[config.mk]
export PLATFORM = sky130hd
export DESIGN_NAME = sync_frame_receiver_crc16
export DESIGN_NICKNAME = d
export VERILOG_FILES = /design/src/sv/sfr_pkg.sv /design/src/sv/sync_frame_receiver_crc16.sv /design/src/sv/sfr_crc16_byte.sv
export SDC_FILE = /design/constraint.sdc
export NUM_CORES = 1
export LEC_CHECK = 0
export ABC_AREA = 1
export BUFFER_PORTS_ARGS = -buffer_cell sky130_fd_sc_hd__buf_2
export CORE_ASPECT_RATIO = 0.7
export CORE_MARGIN = 5
export CORE_UTILIZATION = 40
export DETAILED_ROUTE_END_ITERATION = 16
export PLACE_DENSITY = 0.7
export SYNTH_ARGS = -nofsm -noshare
export SYNTH_HDL_FRONTEND = slang
export SYNTH_SLANG_ARGS = --single-unit
[constraint.sdc]
create_clock -name clk -period 5.7 [get_ports clk]
set_input_delay 0.855 -clock clk [delete_from_list [all_inputs] [get_ports clk]]
set_output_delay 0.855 -clock clk [all_outputs]
set_load 0.05 [all_outputs]
[src/sv/sfr_pkg.sv]
// shared types and constants for the sync frame receiver
`timescale 1ns / 1ps

package sfr_pkg;

  // hunt and frame phases
  typedef enum logic [1:0] {
    PH_HUNT_LO = 2'd0,
    PH_HUNT_HI = 2'd1,
    PH_BODY    = 2'd2
  } phase_t;

  // configuration register indexes
  localparam logic [1:0] CFG_SYNC_WORD    = 2'd0;
  localparam logic [1:0] CFG_FRAME_LENGTH = 2'd1;

  // register reset values
  localparam logic [15:0] SYNC_WORD_RST    = 16'hABCD;
  localparam logic [6:0]  FRAME_LENGTH_RST = 7'd16;

  // frame length limits
  localparam logic [6:0] FRAME_LEN_MIN = 7'd5;
  localparam logic [6:0] FRAME_LEN_MAX = 7'd64;

  // crc-16 xmodem constants
  localparam logic [15:0] CRC_POLY = 16'h1021;
  localparam logic [15:0] CRC_INIT = 16'h0000;

  // one result item
  typedef struct packed {
    logic [7:0] data_byte;
    logic [5:0] byte_index;
    logic       last;
    logic       frame_good;
  } result_t;

endpackage

[src/sv/sync_frame_receiver_crc16.sv]
// top level of the sync word frame receiver with crc-16 check
//
//  channel | ports                                  | direction
//  --------+----------------------------------------+----------
//  input   | in_valid, in_stall, in_rx_byte         | in
//  result  | out_valid, out_stall, out_data_byte,   | out
//          | out_byte_index, out_last, out_frame_good|
//  config  | cfg_wr_en, cfg_index, cfg_wdata        | in
//
// one byte is taken per cycle while in_stall is low, and is handled in the
// cycle of its transfer; any result is registered in the output or skid entry.
// a two-entry output buffer (output register plus skid) lets a byte be taken
// while a result waits; in_stall rises only once the skid entry is full.
// rst_n is synchronous: hunt restarts, registers return to 0xabcd and 16.
`timescale 1ns / 1ps

module sync_frame_receiver_crc16 (
  input  logic        clk,
  input  logic        rst_n,
  input  logic        in_valid,
  output logic        in_stall,
  input  logic [7:0]  in_rx_byte,
  output logic        out_valid,
  input  logic        out_stall,
  output logic [7:0]  out_data_byte,
  output logic [5:0]  out_byte_index,
  output logic        out_last,
  output logic        out_frame_good,
  input  logic        cfg_wr_en,
  input  logic [1:0]  cfg_index,
  input  logic [15:0] cfg_wdata
);

  // configuration
  logic [15:0] sync_word_r;
  logic [6:0]  frame_length_r;

  // frame state
  sfr_pkg::phase_t phase_r, phase_nxt;
  logic [5:0]  byte_counter_r, byte_counter_nxt;
  logic [15:0] crc_r, crc_nxt;
  logic [7:0]  checksum_low_r, checksum_low_nxt;

  // output buffer
  logic             out_valid_r, skid_valid_r;
  sfr_pkg::result_t out_data_r, skid_data_r;

  // datapath
  logic [7:0]       sync_lo, sync_hi;
  logic [6:0]       len_eff, idx_p2;
  logic [15:0]      sync_lo_crc, crc_unit_in, crc_unit_out;
  logic [7:0]       crc_unit_byte;
  logic             res_vld;
  sfr_pkg::result_t res;
  logic             in_fire, out_fire;

  assign sync_lo  = sync_word_r[7:0];
  assign sync_hi  = sync_word_r[15:8];
  assign idx_p2   = {1'b0, byte_counter_r} + 7'd2;
  assign in_stall = skid_valid_r;
  assign in_fire  = in_valid && !skid_valid_r;
  assign out_fire = out_valid_r && !out_stall;

  // clamp frame length into its legal range
  always_comb begin
    if (frame_length_r < sfr_pkg::FRAME_LEN_MIN) begin
      len_eff = sfr_pkg::FRAME_LEN_MIN;
    end else if (frame_length_r > sfr_pkg::FRAME_LEN_MAX) begin
      len_eff = sfr_pkg::FRAME_LEN_MAX;
    end else begin
      len_eff = frame_length_r;
    end
  end

  // crc over the low sync byte, then one shared byte update
  sfr_crc16_byte u_crc_sync (
    .crc_in  (sfr_pkg::CRC_INIT),
    .data_in (sync_lo),
    .crc_out (sync_lo_crc)
  );

  assign crc_unit_in   = (phase_r == sfr_pkg::PH_BODY) ? crc_r : sync_lo_crc;
  assign crc_unit_byte = (phase_r == sfr_pkg::PH_BODY) ? in_rx_byte : sync_hi;

  sfr_crc16_byte u_crc_run (
    .crc_in  (crc_unit_in),
    .data_in (crc_unit_byte),
    .crc_out (crc_unit_out)
  );

  // next phase
  always_comb begin
    case (phase_r)
      sfr_pkg::PH_HUNT_HI: begin
        if (in_rx_byte == sync_hi) begin
          phase_nxt = sfr_pkg::PH_BODY;
        end else if (in_rx_byte != sync_lo) begin
          phase_nxt = sfr_pkg::PH_HUNT_LO;
        end else begin
          phase_nxt = sfr_pkg::PH_HUNT_HI;
        end
      end
      sfr_pkg::PH_BODY: begin
        if (idx_p2 > len_eff) begin
          phase_nxt = sfr_pkg::PH_HUNT_LO;
        end else begin
          phase_nxt = sfr_pkg::PH_BODY;
        end
      end
      default: begin
        if (in_rx_byte == sync_lo) begin
          phase_nxt = sfr_pkg::PH_HUNT_HI;
        end else begin
          phase_nxt = sfr_pkg::PH_HUNT_LO;
        end
      end
    endcase
  end

  // frame state updates and result item
  always_comb begin
    byte_counter_nxt = byte_counter_r;
    crc_nxt          = crc_r;
    checksum_low_nxt = checksum_low_r;
    res_vld          = 1'b0;
    res.data_byte    = in_rx_byte;
    res.byte_index   = byte_counter_r;
    res.last         = 1'b0;
    res.frame_good   = 1'b0;
    case (phase_r)
      sfr_pkg::PH_HUNT_HI: begin
        if (in_rx_byte == sync_hi) begin
          crc_nxt          = crc_unit_out;
          byte_counter_nxt = 6'd2;
        end
      end
      sfr_pkg::PH_BODY: begin
        if (idx_p2 < len_eff) begin
          crc_nxt          = crc_unit_out;
          byte_counter_nxt = byte_counter_r + 6'd1;
          res_vld          = 1'b1;
        end else if (idx_p2 == len_eff) begin
          checksum_low_nxt = in_rx_byte;
          byte_counter_nxt = byte_counter_r + 6'd1;
        end else begin
          res_vld          = 1'b1;
          res.data_byte    = 8'h00;
          res.last         = 1'b1;
          res.frame_good   = ({in_rx_byte, checksum_low_r} == crc_r);
          byte_counter_nxt = 6'd0;
          crc_nxt          = sfr_pkg::CRC_INIT;
        end
      end
      default: begin
      end
    endcase
  end

  // configuration writes
  always_ff @(posedge clk) begin
    if (!rst_n) begin
      sync_word_r    <= sfr_pkg::SYNC_WORD_RST;
      frame_length_r <= sfr_pkg::FRAME_LENGTH_RST;
    end else if (cfg_wr_en) begin
      case (cfg_index)
        sfr_pkg::CFG_SYNC_WORD:    sync_word_r    <= cfg_wdata;
        sfr_pkg::CFG_FRAME_LENGTH: frame_length_r <= cfg_wdata[6:0];
        default: begin
        end
      endcase
    end
  end

  // frame state registers
  always_ff @(posedge clk) begin
    if (!rst_n) begin
      phase_r        <= sfr_pkg::PH_HUNT_LO;
      byte_counter_r <= 6'd0;
      crc_r          <= sfr_pkg::CRC_INIT;
      checksum_low_r <= 8'h00;
    end else if (in_fire) begin
      phase_r        <= phase_nxt;
      byte_counter_r <= byte_counter_nxt;
      crc_r          <= crc_nxt;
      checksum_low_r <= checksum_low_nxt;
    end
  end

  // output register and skid entry valids
  always_ff @(posedge clk) begin
    if (!rst_n) begin
      out_valid_r  <= 1'b0;
      skid_valid_r <= 1'b0;
    end else if (skid_valid_r) begin
      if (out_fire) begin
        skid_valid_r <= 1'b0;
      end
    end else if (in_fire && res_vld) begin
      if (out_valid_r && !out_fire) begin
        skid_valid_r <= 1'b1;
      end else begin
        out_valid_r <= 1'b1;
      end
    end else if (out_fire) begin
      out_valid_r <= 1'b0;
    end
  end

  // output buffer payload
  always_ff @(posedge clk) begin
    if (skid_valid_r) begin
      if (out_fire) begin
        out_data_r <= skid_data_r;
      end
    end else if (in_fire && res_vld) begin
      if (out_valid_r && !out_fire) begin
        skid_data_r <= res;
      end else begin
        out_data_r <= res;
      end
    end
  end

  assign out_valid      = out_valid_r;
  assign out_data_byte  = out_data_r.data_byte;
  assign out_byte_index = out_data_r.byte_index;
  assign out_last       = out_data_r.last;
  assign out_frame_good = out_data_r.frame_good;

endmodule

[src/sv/sfr_crc16_byte.sv]
// byte-wide crc-16 update, polynomial 0x1021, msb first
`timescale 1ns / 1ps

module sfr_crc16_byte (
  input  logic [15:0] crc_in,
  input  logic [7:0]  data_in,
  output logic [15:0] crc_out
);

  logic [15:0] c;

  // eight shift steps folded into one xor network
  always_comb begin
    c = crc_in ^ {data_in, 8'h00};
    for (int k = 0; k < 8; k++) begin
      if (c[15]) begin
        c = {c[14:0], 1'b0} ^ sfr_pkg::CRC_POLY;
      end else begin
        c = {c[14:0], 1'b0};
      end
    end
    crc_out = c;
  end

endmodule
==> metrics.txt <==
P_leak=2.300 nW; post-route ant nets=0; Reg-to-Reg Start=frame_length_r[3]$_SDFFE_PN0P_; clock tree sinks=89; clk buf depth=2; leading cell type in the layout, fill and taps excluded=nand2_1; Mapped Cells=668; H-tree Lvls=3; final setup vio count=0; Yosys cell types=35; RSZ-0062 raised after global routing=no; Peak Freq=0.3313 GHz; Nets=around 750; io pins=49; status=completed; Residual DRC=0; max_cap viols=0; crit-path max FO=11; Min-Delay Path Class=register to register; Mean Syn Cell Area=roughly 7.5 sq um; worst slew pin tran=1.066 ns; clock slew at reported path FFs=0.07 ns; first-pass GRT wire length=a little over 20 mm; critical path endpoint category=register; total track usage=17.56%; Core Rows=34; layout cell share with drive strength beyond 1=approximately 14%; net count after synthesis=710; hpwl dp=9.213 mm; CTS buffer count=9; crit path DAT=3.07 ns; Clk Latency, worst-skew pair=0.34 ns; Int Pwr=1.015 mW; commonest cells after routing, fill and taps aside=203 x nand2_1, 68 x inv_1, 57 x dfxtp_1; Inst Count DP=857; RePlAce Congestion=~0.9; Setup crit start=frame_length_r[3]$_SDFFE_PN0P_; type of origin of the critical path=register; post-synthesis cell area=4990 sq um; setup TNS=0 ns; Area Overhead vs Synth=12.06%; initial antenna violation count=0; First-pass DRT Iterations=5; Final period util=52.95%; dpl cell area=5314 sq um; clock skew=0.006578 ns; full die area=roughly 15,000 sq um; CTS tree=yes; Max-slew headroom=28.55%; part of the power in registers=roughly half; Yosys warning count=0; largest net degree at the start of global routing=37; Post-Route WL=12.24 mm; Final Hold Viols=0; post-route cell area=5592 sq um; Post-CTS Resized=0; combinational group share of total power=11.2%; WHS=0.4608 ns; antenna cell count=0; Die Y=103.4 microns; Worst Hold Launch=byte_counter_r[5]$_SDFFE_PN0P_; vias in the first global route=approximately 4,100; grt ovf=0; Die X=143.5 microns; Sw Ratio=26.87%; Core ar.=roughly 12,000 sq um; Layout Cells excl Fill=873; count of buffers from port buffering=48; power density over cell area=248.2 nW/um^2; Seq cells post-synth=roughly 90; DR iter-0 viols=324; vias=4,407; Initial Util=40.45%; clock share of power=40.4%; VDD IR max=around 160 uV; Period minus WS final=between 3 and 4 ns; hold buffers post-CTS=0; sw power=0.3730 mW; Critical Path RT=5.75 ns; Seq/Total Area, Yosys=between 40% and 50%; per-cell routed wire length=approximately 14 microns; Vias per Instance=5.048; Post-CTS Setup Repair Bufs=0; critical path type=register to register; CTS root buf=clkbuf_16; final count of pins violating max slew=0
cell families (layout without fill, tap and decap cells):
logic type / Yosys count / after routing / synth area share [%]
and+or+nand+nor: 325 / 325 / 28.71
AOI/OAI and AO/OA: 116 / 116 / 12.81
buffers and inverters: 97 / 140 / 8.325
DFF: 89 / 89 / 42.13
xor gates and xnor gates: 30 / 30 / 5.266
adders and majority gates: 11 / 11 / 2.758
metrics by stage:
stage | utilization [%] | total power, mW | setup slack, ns
after global routing | 45.32 | 1.452 | 2.238
after detailed placement | 43.07 | 0.8383 | 2.695
final | 45.32 | 1.388 | 2.682
after floorplan | - | 0.7946 | 2.623
after global placement | 43.07 | 0.8360 | 2.775
after CTS | 45.32 | 1.399 | 2.689
flip-flops by register name (all words and copies together), names as in the netlist:
signal / cells
in_stall: 1
out_data_byte: 8
crc_r: 16
phase_r: 2
byte_counter_r: 6
out_frame_good: 1
checksum_low_r: 8
out_last: 1
skid_data_r: 16
out_valid: 1
out_byte_index: 6
frame_length_r: 7
sync_word_r: 16
Yosys cell counts:
cell / count / area, sq um
nor2_8: 1 / 20.02
nand3_2: 8 / 80.08
o21a_1: 1 / 7.510
o31ai_1: 1 / 7.510
edfxtp_1: 32 / 960.9
clkbuf_1: 12 / 45.04
o211ai_1: 8 / 60.06
or2_1: 1 / 6.260
nor2_2: 2 / 12.51
o22ai_1: 4 / 25.02
xor2_1: 9 / 78.83
buf_4: 3 / 22.52
buf_2: 5 / 25.02
o21ai_1: 5 / 25.02
dfxtp_1: 57 / 1141
nor3_1: 2 / 10.01
o21ai_0: 50 / 250.2
nor2_1: 35 / 131.4
nor3_2: 2 / 20.02
nand4_1: 5 / 31.28
inv_2: 5 / 18.77
nand3b_1: 2 / 15.01
a211oi_1: 1 / 7.510
a21oi_1: 39 / 195.2
nand2_2: 3 / 18.77
a21oi_2: 7 / 61.31
or2_2: 6 / 37.54
nand3_1: 53 / 265.3
buf_6: 3 / 33.78
buf_8: 1 / 15.01
ha_1: 11 / 137.6
nand2_4: 2 / 22.52
inv_1: 68 / 255.2
nand2_1: 203 / 762.0
xnor2_1: 21 / 183.9
worst max-delay path, cell delays in order (launching register included):
cell     delay [ns]
dfxtp_1        0.33
nor2_1         0.10
inv_1          0.04
nor2_1         0.13
inv_1          0.06
o31ai_1        0.37
nand3_1        0.16
ha_1           0.33
nand2_1        0.05
o21ai_0        0.15
nand2_1        0.11
a21oi_2        0.29
nand2_1        0.33
nand2_1        0.18
o21ai_0        0.10
metal layers:
metal / GRT usage, % / wire [microns] / vias up / share of wire [%]
li1: - / - / 2258 / -
met1: 26.83 / 6261 / 1961 / 51
met2: 23.95 / 4595 / 170 / 38
met3: 4.917 / 1200 / 18 / 9.8
met4: 4.920 / 180 / 0 / 1.5
met5: 0 / 0 / - / 0
final timing paths:
| kind | to | slack (ns) | depth (start not counted) |
|---|---|---|---|
| setup / recovery | out_data_byte[5]$_DFFE_PP_ | 2.68 | 14 |
| hold / removal | skid_data_r[7]$_DFFE_PP_ | 0.46 | 0 |
| setup reg to reg | out_data_byte[5]$_DFFE_PP_ | 2.68 | 14 |
| hold reg to reg | skid_data_r[7]$_DFFE_PP_ | 0.46 | 0 |
area by class of cell:
class	count	area (sq um)
clock buffer	10	229.0
sequential	89	2102
multi-input combinational	482	2472
timing repair buffer	51	262.8
clock inverter	6	48.80
tap	162	202.7
inverter	73	274.0
fill	1250	6745
power by group through the flow:
stage               logic, mW  registers, mW  clock network [mW]
floorplan               0.111          0.683                   0
global placement        0.150          0.685                   0
detailed placement      0.152          0.686                   0
CTS                     0.153          0.672               0.574
global route            0.178          0.673               0.602
finish                  0.155          0.672               0.561
Note: power is estimated with default switching activity, not from simulation.
